`src/rtl/dbfr_pkg.sv`:
```
package dbfr_pkg;

   localparam int unsigned GAP_W = 16;
   localparam int unsigned CNT_W = 7;
   localparam int unsigned FRAME_BITS = 39;
   localparam int unsigned SEG_W = 7;
   localparam int unsigned CHAR_W = 7;
   localparam int unsigned STATUS_W = 11;
   localparam int unsigned STATUS_LSB = 28;
   localparam int unsigned TEMP_W = 10;

   localparam logic [CNT_W-1:0] LAST_DISPLAY_BIT = 7'd38;
   localparam logic [CNT_W-1:0] FRAME_END_COUNT = 7'd42;
   localparam logic [CNT_W-1:0] BTN_FIRST_COUNT = 7'd39;
   localparam logic [CNT_W-1:0] BTN_MID_COUNT = 7'd40;
   localparam logic [CNT_W-1:0] BTN_LAST_COUNT = 7'd41;
   localparam logic [CNT_W-1:0] CNT_MAX = 7'd127;
   localparam logic [GAP_W-1:0] GAP_RESET = 16'd1000;

   localparam logic [2:0] BTN_NONE = 3'd0;

   localparam logic [CHAR_W-1:0] ASCII_ZERO = 7'h30;
   localparam logic [CHAR_W-1:0] ASCII_NINE = 7'h39;
   localparam logic [CHAR_W-1:0] ASCII_DASH = 7'h2D;

   // levels driven at counts 39, 40, 41 (bits 2, 1, 0)
   localparam logic [2:0] DRIVE_TABLE [8] = '{
      3'd0, 3'd1, 3'd4, 3'd5, 3'd3, 3'd6, 3'd2, 3'd7
   };

   typedef struct packed {
      logic             clock_level;
      logic             display_bit;
      logic [GAP_W-1:0] gap_us;
      logic [2:0]       button_request;
   } req_type;

   typedef struct packed {
      logic                  button_drive;
      logic                  frame_done;
      logic [4*SEG_W-1:0]    raw_segments;
      logic [CHAR_W-1:0]     char_one;
      logic [CHAR_W-1:0]     char_two;
      logic [CHAR_W-1:0]     char_three;
      logic [CHAR_W-1:0]     char_four;
      logic [STATUS_W-1:0]   status_bits;
      logic                  temp_shown;
      logic [TEMP_W-1:0]     temp_tenths;
      logic                  temp_is_setpoint;
      logic                  overflow;
   } rsp_type;

   typedef struct packed {
      logic line_level;
      logic frame_done;
      logic overflow;
   } ctl_status_type;

   function automatic logic [CHAR_W-1:0] seg_to_ascii(input logic [SEG_W-1:0] code);
      logic [CHAR_W-1:0] c;
      unique case (code)
         7'h00: c = 7'h20;
         7'h7E: c = 7'h30;
         7'h30: c = 7'h31;
         7'h6D: c = 7'h32;
         7'h79: c = 7'h33;
         7'h33: c = 7'h34;
         7'h5B: c = 7'h35;
         7'h5F: c = 7'h36;
         7'h70: c = 7'h37;
         7'h7F: c = 7'h38;
         7'h73: c = 7'h39;
         7'h77: c = 7'h41;
         7'h4E: c = 7'h43;
         7'h4F: c = 7'h45;
         7'h5E: c = 7'h47;
         7'h37: c = 7'h48;
         7'h3C: c = 7'h4A;
         7'h0E: c = 7'h4C;
         7'h54: c = 7'h4D;
         7'h76: c = 7'h4E;
         7'h6B: c = 7'h51;
         7'h66: c = 7'h52;
         7'h3E: c = 7'h55;
         7'h2A: c = 7'h57;
         7'h7D: c = 7'h61;
         7'h1F: c = 7'h62;
         7'h0D: c = 7'h63;
         7'h3D: c = 7'h64;
         7'h6F: c = 7'h65;
         7'h47: c = 7'h66;
         7'h17: c = 7'h68;
         7'h04: c = 7'h69;
         7'h01: c = 7'h6A;
         7'h57: c = 7'h6B;
         7'h06: c = 7'h6C;
         7'h14: c = 7'h6D;
         7'h15: c = 7'h6E;
         7'h1D: c = 7'h6F;
         7'h67: c = 7'h70;
         7'h05: c = 7'h72;
         7'h0F: c = 7'h74;
         7'h1C: c = 7'h75;
         7'h3B: c = 7'h79;
         default: c = ASCII_DASH;
      endcase
      return c;
   endfunction

   function automatic logic [3:0] digit_value(input logic [CHAR_W-1:0] c);
      logic [3:0] d;
      if (c >= ASCII_ZERO && c <= ASCII_NINE) begin
         d = c[3:0];
      end else begin
         d = 4'd0;
      end
      return d;
   endfunction

endpackage

```
`src/rtl/dbfr_in_stage.sv`:
```
module dbfr_in_stage (
   input  logic              clock,
   input  logic              reset,
   input  logic              req_valid,
   output logic              req_stall,
   input  dbfr_pkg::req_type req_data,
   input  logic              advance,
   output logic              item_valid,
   output dbfr_pkg::req_type item_data
);
   import dbfr_pkg::*;

   logic    valid_ff, valid_in;
   req_type data_ff;
   logic    take;

   assign req_stall = valid_ff && !advance;
   assign take = req_valid && !req_stall;

   always_comb begin
      priority if (take) begin
         valid_in = 1'b1;
      end else if (advance) begin
         valid_in = 1'b0;
      end else begin
         valid_in = valid_ff;
      end
   end

   always_ff @(posedge clock) begin
      if (reset) begin
         valid_ff <= 1'b0;
      end else begin
         valid_ff <= valid_in;
      end
   end

   always_ff @(posedge clock) begin
      if (take) begin
         data_ff <= req_data;
      end
   end

   assign item_valid = valid_ff;
   assign item_data = data_ff;
endmodule

```
`src/rtl/dbfr_frame_ctl.sv`:
```
module dbfr_frame_ctl (
   input  logic                              clock,
   input  logic                              reset,
   input  logic                              csr_wr_en,
   input  logic [dbfr_pkg::GAP_W-1:0]        csr_wr_data,
   input  logic                              step,
   input  dbfr_pkg::req_type                 item_data,
   output dbfr_pkg::ctl_status_type          status,
   output logic [dbfr_pkg::FRAME_BITS-1:0]   frame_bits
);
   import dbfr_pkg::*;

   logic [GAP_W-1:0]      gap_cfg_ff;
   logic [CNT_W-1:0]      count_ff, count_in;
   logic [FRAME_BITS-1:0] bits_ff, bits_in;
   logic [2:0]            pend_ff, pend_in;
   logic                  line_ff, line_in;
   logic                  ovf_ff, ovf_in;
   logic [CNT_W-1:0]      cnt;
   logic [2:0]            pend;
   logic [2:0]            drive;
   logic                  done;

   always_comb begin
      pend = (item_data.button_request != BTN_NONE) ? item_data.button_request : pend_ff;
      cnt = (item_data.gap_us >= gap_cfg_ff) ? '0 : count_ff;
      drive = DRIVE_TABLE[pend];
      pend_in = pend;
      line_in = line_ff;
      bits_in = bits_ff;
      ovf_in = ovf_ff;
      count_in = cnt;
      done = 1'b0;
      if (!item_data.clock_level) begin
         line_in = 1'b0;
      end else begin
         if (pend != BTN_NONE) begin
            priority if (cnt == BTN_FIRST_COUNT) begin
               line_in = drive[2];
            end else if (cnt == BTN_MID_COUNT) begin
               line_in = drive[1];
            end else if (cnt == BTN_LAST_COUNT) begin
               line_in = drive[0];
               pend_in = BTN_NONE;
            end else begin
               line_in = line_ff;
            end
         end
         for (int i = 0; i < FRAME_BITS; i++) begin
            if (cnt == CNT_W'(i)) begin
               bits_in[i] = item_data.display_bit;
            end
         end
         priority if (cnt == FRAME_END_COUNT) begin
            done = 1'b1;
         end else if (cnt > FRAME_END_COUNT) begin
            ovf_in = 1'b1;
         end else begin
            done = 1'b0;
         end
         if (cnt != CNT_MAX) begin
            count_in = cnt + 1'b1;
         end
      end
   end

   always_ff @(posedge clock) begin
      if (reset) begin
         gap_cfg_ff <= GAP_RESET;
      end else if (csr_wr_en) begin
         gap_cfg_ff <= csr_wr_data;
      end
   end

   always_ff @(posedge clock) begin
      if (reset) begin
         count_ff <= '0;
         bits_ff <= '0;
         pend_ff <= BTN_NONE;
         line_ff <= 1'b0;
         ovf_ff <= 1'b0;
      end else if (step) begin
         count_ff <= count_in;
         bits_ff <= bits_in;
         pend_ff <= pend_in;
         line_ff <= line_in;
         ovf_ff <= ovf_in;
      end
   end

   assign status.line_level = line_in;
   assign status.frame_done = done;
   assign status.overflow = ovf_in;
   assign frame_bits = bits_ff;
endmodule

```
`src/rtl/dbfr_decode.sv`:
```
module dbfr_decode (
   input  dbfr_pkg::ctl_status_type        status,
   input  logic [dbfr_pkg::FRAME_BITS-1:0] frame_bits,
   output dbfr_pkg::rsp_type               result
);
   import dbfr_pkg::*;

   logic [SEG_W-1:0]  seg [4];
   logic [CHAR_W-1:0] chr [4];
   logic [TEMP_W-1:0] tenths;
   logic              shown;

   always_comb begin
      for (int c = 0; c < 4; c++) begin
         for (int k = 0; k < SEG_W; k++) begin
            seg[c][SEG_W-1-k] = frame_bits[SEG_W*c+k];
         end
         chr[c] = seg_to_ascii(seg[c]);
      end
      shown = (seg[0] != '0);
      tenths = TEMP_W'({6'd0, digit_value(chr[0])} * 10'd100)
             + TEMP_W'({6'd0, digit_value(chr[1])} * 10'd10)
             + TEMP_W'(digit_value(chr[2]));
   end

   always_comb begin
      result = '0;
      result.button_drive = status.line_level;
      result.frame_done = status.frame_done;
      result.overflow = status.overflow;
      if (status.frame_done) begin
         result.raw_segments = {seg[0], seg[1], seg[2], seg[3]};
         result.char_one = chr[0];
         result.char_two = chr[1];
         result.char_three = chr[2];
         result.char_four = chr[3];
         result.status_bits = frame_bits[STATUS_LSB +: STATUS_W];
         result.temp_shown = shown;
         if (shown) begin
            result.temp_tenths = tenths;
            result.temp_is_setpoint = frame_bits[STATUS_LSB];
         end
      end
   end
endmodule

```
`src/rtl/dbfr_out_stage.sv`:
```
module dbfr_out_stage (
   input  logic              clock,
   input  logic              reset,
   input  logic              item_valid,
   input  dbfr_pkg::rsp_type result,
   output logic              advance,
   output logic              rsp_valid,
   input  logic              rsp_stall,
   output dbfr_pkg::rsp_type rsp_data
);
   import dbfr_pkg::*;

   logic    valid_ff, valid_in;
   rsp_type data_ff;

   assign advance = item_valid && (!valid_ff || !rsp_stall);

   always_comb begin
      priority if (advance) begin
         valid_in = 1'b1;
      end else if (!rsp_stall) begin
         valid_in = 1'b0;
      end else begin
         valid_in = valid_ff;
      end
   end

   always_ff @(posedge clock) begin
      if (reset) begin
         valid_ff <= 1'b0;
      end else begin
         valid_ff <= valid_in;
      end
   end

   always_ff @(posedge clock) begin
      if (advance) begin
         data_ff <= result;
      end
   end

   assign rsp_valid = valid_ff;
   assign rsp_data = data_ff;
endmodule

```
`src/rtl/display_bus_frame_receiver_core.sv`:
```
// Receives a serial display bus one clock edge per item and returns one result per item.
// An item can be taken every cycle unless the result is stalled; its result is loaded into
// the result register when the item leaves the input register, so the path is the input
// register and the result register around a single pass of update and segment decoding.
// A stalled result holds while one further item waits in the input register. The gap
// register (reset 1000 us) should only be written while no item is in flight.
module display_bus_frame_receiver_core (
   input  logic                       clock,
   input  logic                       reset,
   input  logic                       req_valid,
   output logic                       req_stall,
   input  dbfr_pkg::req_type          req_data,
   output logic                       rsp_valid,
   input  logic                       rsp_stall,
   output dbfr_pkg::rsp_type          rsp_data,
   input  logic                       csr_wr_en,
   input  logic [dbfr_pkg::GAP_W-1:0] csr_wr_data
);
   import dbfr_pkg::*;

   logic                  advance;
   logic                  item_valid;
   req_type               item_data;
   ctl_status_type        status;
   logic [FRAME_BITS-1:0] frame_bits;
   rsp_type               result;

   dbfr_in_stage u_in_stage (
      .clock      (clock),
      .reset      (reset),
      .req_valid  (req_valid),
      .req_stall  (req_stall),
      .req_data   (req_data),
      .advance    (advance),
      .item_valid (item_valid),
      .item_data  (item_data)
   );

   dbfr_frame_ctl u_frame_ctl (
      .clock       (clock),
      .reset       (reset),
      .csr_wr_en   (csr_wr_en),
      .csr_wr_data (csr_wr_data),
      .step        (advance),
      .item_data   (item_data),
      .status      (status),
      .frame_bits  (frame_bits)
   );

   dbfr_decode u_decode (
      .status     (status),
      .frame_bits (frame_bits),
      .result     (result)
   );

   dbfr_out_stage u_out_stage (
      .clock      (clock),
      .reset      (reset),
      .item_valid (item_valid),
      .result     (result),
      .advance    (advance),
      .rsp_valid  (rsp_valid),
      .rsp_stall  (rsp_stall),
      .rsp_data   (rsp_data)
   );
endmodule

```
`config.mk`:
```
export PLATFORM = sky130hd
export DESIGN_NAME = display_bus_frame_receiver_core
export DESIGN_NICKNAME = d
export VERILOG_FILES = /design/src/rtl/dbfr_pkg.sv /design/src/rtl/dbfr_in_stage.sv /design/src/rtl/dbfr_frame_ctl.sv /design/src/rtl/dbfr_decode.sv /design/src/rtl/dbfr_out_stage.sv /design/src/rtl/display_bus_frame_receiver_core.sv
export SDC_FILE = /design/constraint.sdc
export NUM_CORES = 1
export LEC_CHECK = 0
export ABC_AREA = 1
export BUFFER_PORTS_ARGS = -buffer_cell sky130_fd_sc_hd__buf_2
export CAP_MARGIN = 20
export CORE_MARGIN = 5
export CORE_UTILIZATION = 60
export DETAILED_ROUTE_END_ITERATION = 7
export MAX_ROUTING_LAYER = met4
export PLACE_DENSITY_LB_ADDON = 0.2
export SETUP_SLACK_MARGIN = 0.02
export SLEW_MARGIN = 20
export SYNTH_ARGS = -nofsm -noshare
export SYNTH_HDL_FRONTEND = slang
export SYNTH_SLANG_ARGS = --single-unit
```
`constraint.sdc`:
```
create_clock -name clock -period 6.4 [get_ports clock]
set_input_delay 0.96 -clock clock [delete_from_list [all_inputs] [get_ports clock]]
set_output_delay 0.96 -clock clock [all_outputs]
set_load 0.02 [all_outputs]
```
==> flow_summary.yaml <==
run_status:
  outcome: "finished, final reports clean"
logic_synthesis:
  avgSynthCellArea_um2: 7.87
  synth_edf_count: 103
  yosysSeqAreaShare_pct: 40.1
  synth_nets: 1535
  synth_warnings: 0
  synthFlopType: "edfxtp_1"
  syn_inst: 1416
  syn_area_um2: 11100
  synth_xor_area_share_pct: 0.472
  yosys.area_share.adder_pct: 8.98
  synth_top_family_by_area: "compound AO/OA/AOI/OAI gates"
  yosysUniqueCellTypes: 61
  ys_async_sr_fraction_pct: 0
  ys_ff_latch: 172
  muxShareOfSynthArea_pct: 0
  synth_compound_area_share_pct: 22.3
  synth_simple_gate_area_share_pct: 18.5
timing:
  tightest_slew_ns: 0.987
  timing.final.crit_share_pct: 85.3
  rsz0062_at_grt: "false"
  fin_worst_skew_ns: 0.0112
  slew_viol_final: 0
  fin_setup_tns_ns: 0
  setup_viol: 0
  max_freq_mhz: 183
  hold_violations: 0
  relSlewSlack_pct: 34.1
  worst_slack_ns: 0.941
  finalCriticalPeriod_ns: 5.46
global_routing:
  globalRouteTotalUtil_pct: 27.8
  overflow: 0
  grt_pass1_wl_um: 48100
  antenna_found_initial: 0
  grt_pass1_vias: 9708
  grt_start_max_net_pins: 72
place:
  portBuffers: 125
  place_ws_ns: 0.985
  gp_congestion: 0.996
  hpwl_um: 21400
  dp.cells: 1706
  placed_area_um2: 11800
job:
  drv_cap: 0
worst_setup_path:
  required_ns: 6.59
  criticalPathCategory: "flip-flop to flip-flop"
  rr_startpoint: "u_frame_ctl.frame_bits[12]"
  endpoint_kind: "flip-flop"
  cpPeakStageDelay_ns: 0.54
  slowest_stage: "dfxtp_1"
  cp-startpoint: "u_frame_ctl.frame_bits[12]"
  crit_fanout: 10
  cpMostUsedCell: "nor2_1"
  cp.arrival_ns: 5.65
  start_kind: "flip-flop"
floorplanning:
  core_area_um2: 18100
  die-area_um2: 21400
  ios: 126
  fp.dieW_um: 146
  die_y_um: 146
  initial_core_util_pct: 61.4
  placementRows: 49
drt:
  via_per_inst: 6.06
  antenna_left: 0
  avgRoutedWirePerCell_um: 16.9
  drt_iter0_markers: 1292
  drt_wl_total_um: 29300
  firstDrtPassIters: 6
  dr_total_vias: 10500
  post-route-drc-count: 0
clock_tree:
  post-cts-setup-buffers: 0
  cts.reportedPaths.clkPinSlew_ns: 0.07
  clockBufferDepth: 2
  htreeDepth: 4
  clock_latency_ns: 0.43
  cts_buffers: 17
  cts-root-buf: "clkbuf_16"
  clock_sinks: 172
  cts_tree: "yes"
  cts_hold_buffers: 0
  cts_resized: 0
layout:
  fin_area_um2: 12300
  layout_common_cells: "nand2_1, nor2_1, inv_1"
  layoutNonFillerInstCount: 1738
  drive_above_1_share_pct: 12.9
  diodes: 0
  area_growth_pct: 10.8
  fillers: 1497
  num-nets-final: 1615
  layout_commonest_cell: "nand2_1"
power_and_ir_drop:
  p_total_mw: 2.42
  power_frac_seq_pct: 50.4
  p_per_area_nw_per_um2: 196
  power_frac_comb_pct: 7.1
  p_switching_mw: 0.574
  pwr-share-clk_pct: 42.6
  switching_share_pct: 23.7
  p_int_mw: 1.85
  p_leak_nw: 5.02
  ir_drop_mv: 0.187
worst_hold_path:
  min_from: "u_frame_ctl.pend_ff[2]"
  hp-class: "flip-flop to flip-flop"
## stage by stage
| step | util, % | hold slack (ns) |
|---|---|---|
| 2_1_floorplan | - | 0.429 |
| 3_3_place_gp | 64.8 | 0.449 |
| 3_5_place_dp | 64.8 | 0.457 |
| 4_1_cts | 68.0 | 0.467 |
| 5_1_grt | 68.0 | 0.498 |
| 6_report | 68.0 | 0.468 |
## registers in the layout, indices dropped and copies added, names as in the netlist
signal and flops:
u_out_stage.rsp_data 82, u_frame_ctl.frame_bits 39, u_in_stage.item_data 21, u_frame_ctl.gap_cfg_ff 16, u_frame_ctl.count_ff 7, u_frame_ctl.pend_ff 3
u_frame_ctl.line_ff 1, u_frame_ctl.ovf_ff 1, u_in_stage.item_valid 1, u_out_stage.rsp_valid 1
## kinds of logic after synthesis
family                     after synthesis
xor gates and xnor gates                 6
and+or+nand+nor                        490
buffers and inverters                  263
DFF                                    172
AOI/OAI and AO/OA                      408
adders and majority gates               77
## cell type report
type	instances	area, µm²	share of cell area (%)
flip-flops and latches	172	4470	36.2
multi-input cells	981	5610	45.4
repair buffers	130	663	5.37
clock inverters	13	140	1.14
well taps	229	287	2.32
clock buffers	19	443	3.59
inverters	194	728	5.90
## Yosys cell counts (3+ instances only)
cell	instances	area share (%)
o21ai_1	7	0.31
clkbuf_1	39	1.3
dfxtp_1	69	12
o21a_1	5	0.34
o21ai_0	121	5.4
o221ai_1	7	0.55
edfxtp_1	103	28
clkinv_1	5	0.17
nor2_1	185	6.2
a211oi_1	7	0.47
o311ai_0	8	0.63
nor2_2	6	0.34
a21oi_1	138	6.2
nor3_1	23	1.0
o2111ai_1	4	0.31
nor4_1	3	0.17
buf_6	7	0.71
ha_1	72	8.1
o22ai_1	5	0.28
nand4_1	9	0.51
o31ai_1	8	0.54
nand2_1	203	6.8
a311oi_1	33	2.6
inv_2	8	0.27
fa_1	5	0.90
a31oi_1	22	1.2
buf_2	18	0.81
a32o_1	3	0.27
a221oi_2	3	0.40
xor2_1	4	0.31
nand3_1	43	1.9
nand2_2	3	0.17
buf_1	3	0.10
o211ai_1	15	1.0
inv_1	181	6.1
a221oi_1	5	0.39
## routing by layer
metal / routed length (µm) / vias up / part of all wire, % / GRT usage [%]
met5: 0 / - / 0 / -
met4: 779 / 0 / 2.7 / 8.94
met3: 2410 / 75 / 8.2 / 4.74
met2: 13600 / 572 / 46 / 42.9
met1: 12500 / 4803 / 43 / 37.6
li1: - / 5074 / - / -
## final timing paths
| check | end | slack [ns] | depth (start not counted) |
|---|---|---|---|
| worst min register to register | u_frame_ctl.pend_ff[2] | 0.47 | 2 |
| worst max register to register | u_out_stage.rsp_data[11] | 0.94 | 28 |
| worst min-delay path | u_frame_ctl.pend_ff[2] | 0.47 | 2 |
| worst max-delay path | u_out_stage.rsp_data[11] | 0.94 | 28 |
## critical path, delay by kind of cell (launching register included)
family / cells / cell delay [ns]
simple gates: 13 / 1.44
flops: 1 / 0.54
buf+inv: 5 / 0.44
xor+xnor: 1 / 0.15
fa+ha+maj: 6 / 1.75
compound gates: 3 / 0.86
## power by group through the flow
stage                     combinational, mW  sequential, mW  clock (mW)
after floorplan                      0.0973            1.26           0
after global placement                0.166            1.24           0
after detailed placement              0.171            1.24           0
after CTS                             0.172            1.22        1.05
after global routing                  0.191            1.22        1.10
final                                 0.171            1.22        1.03
No activity file was read; power rests on OpenSTA's default activity.
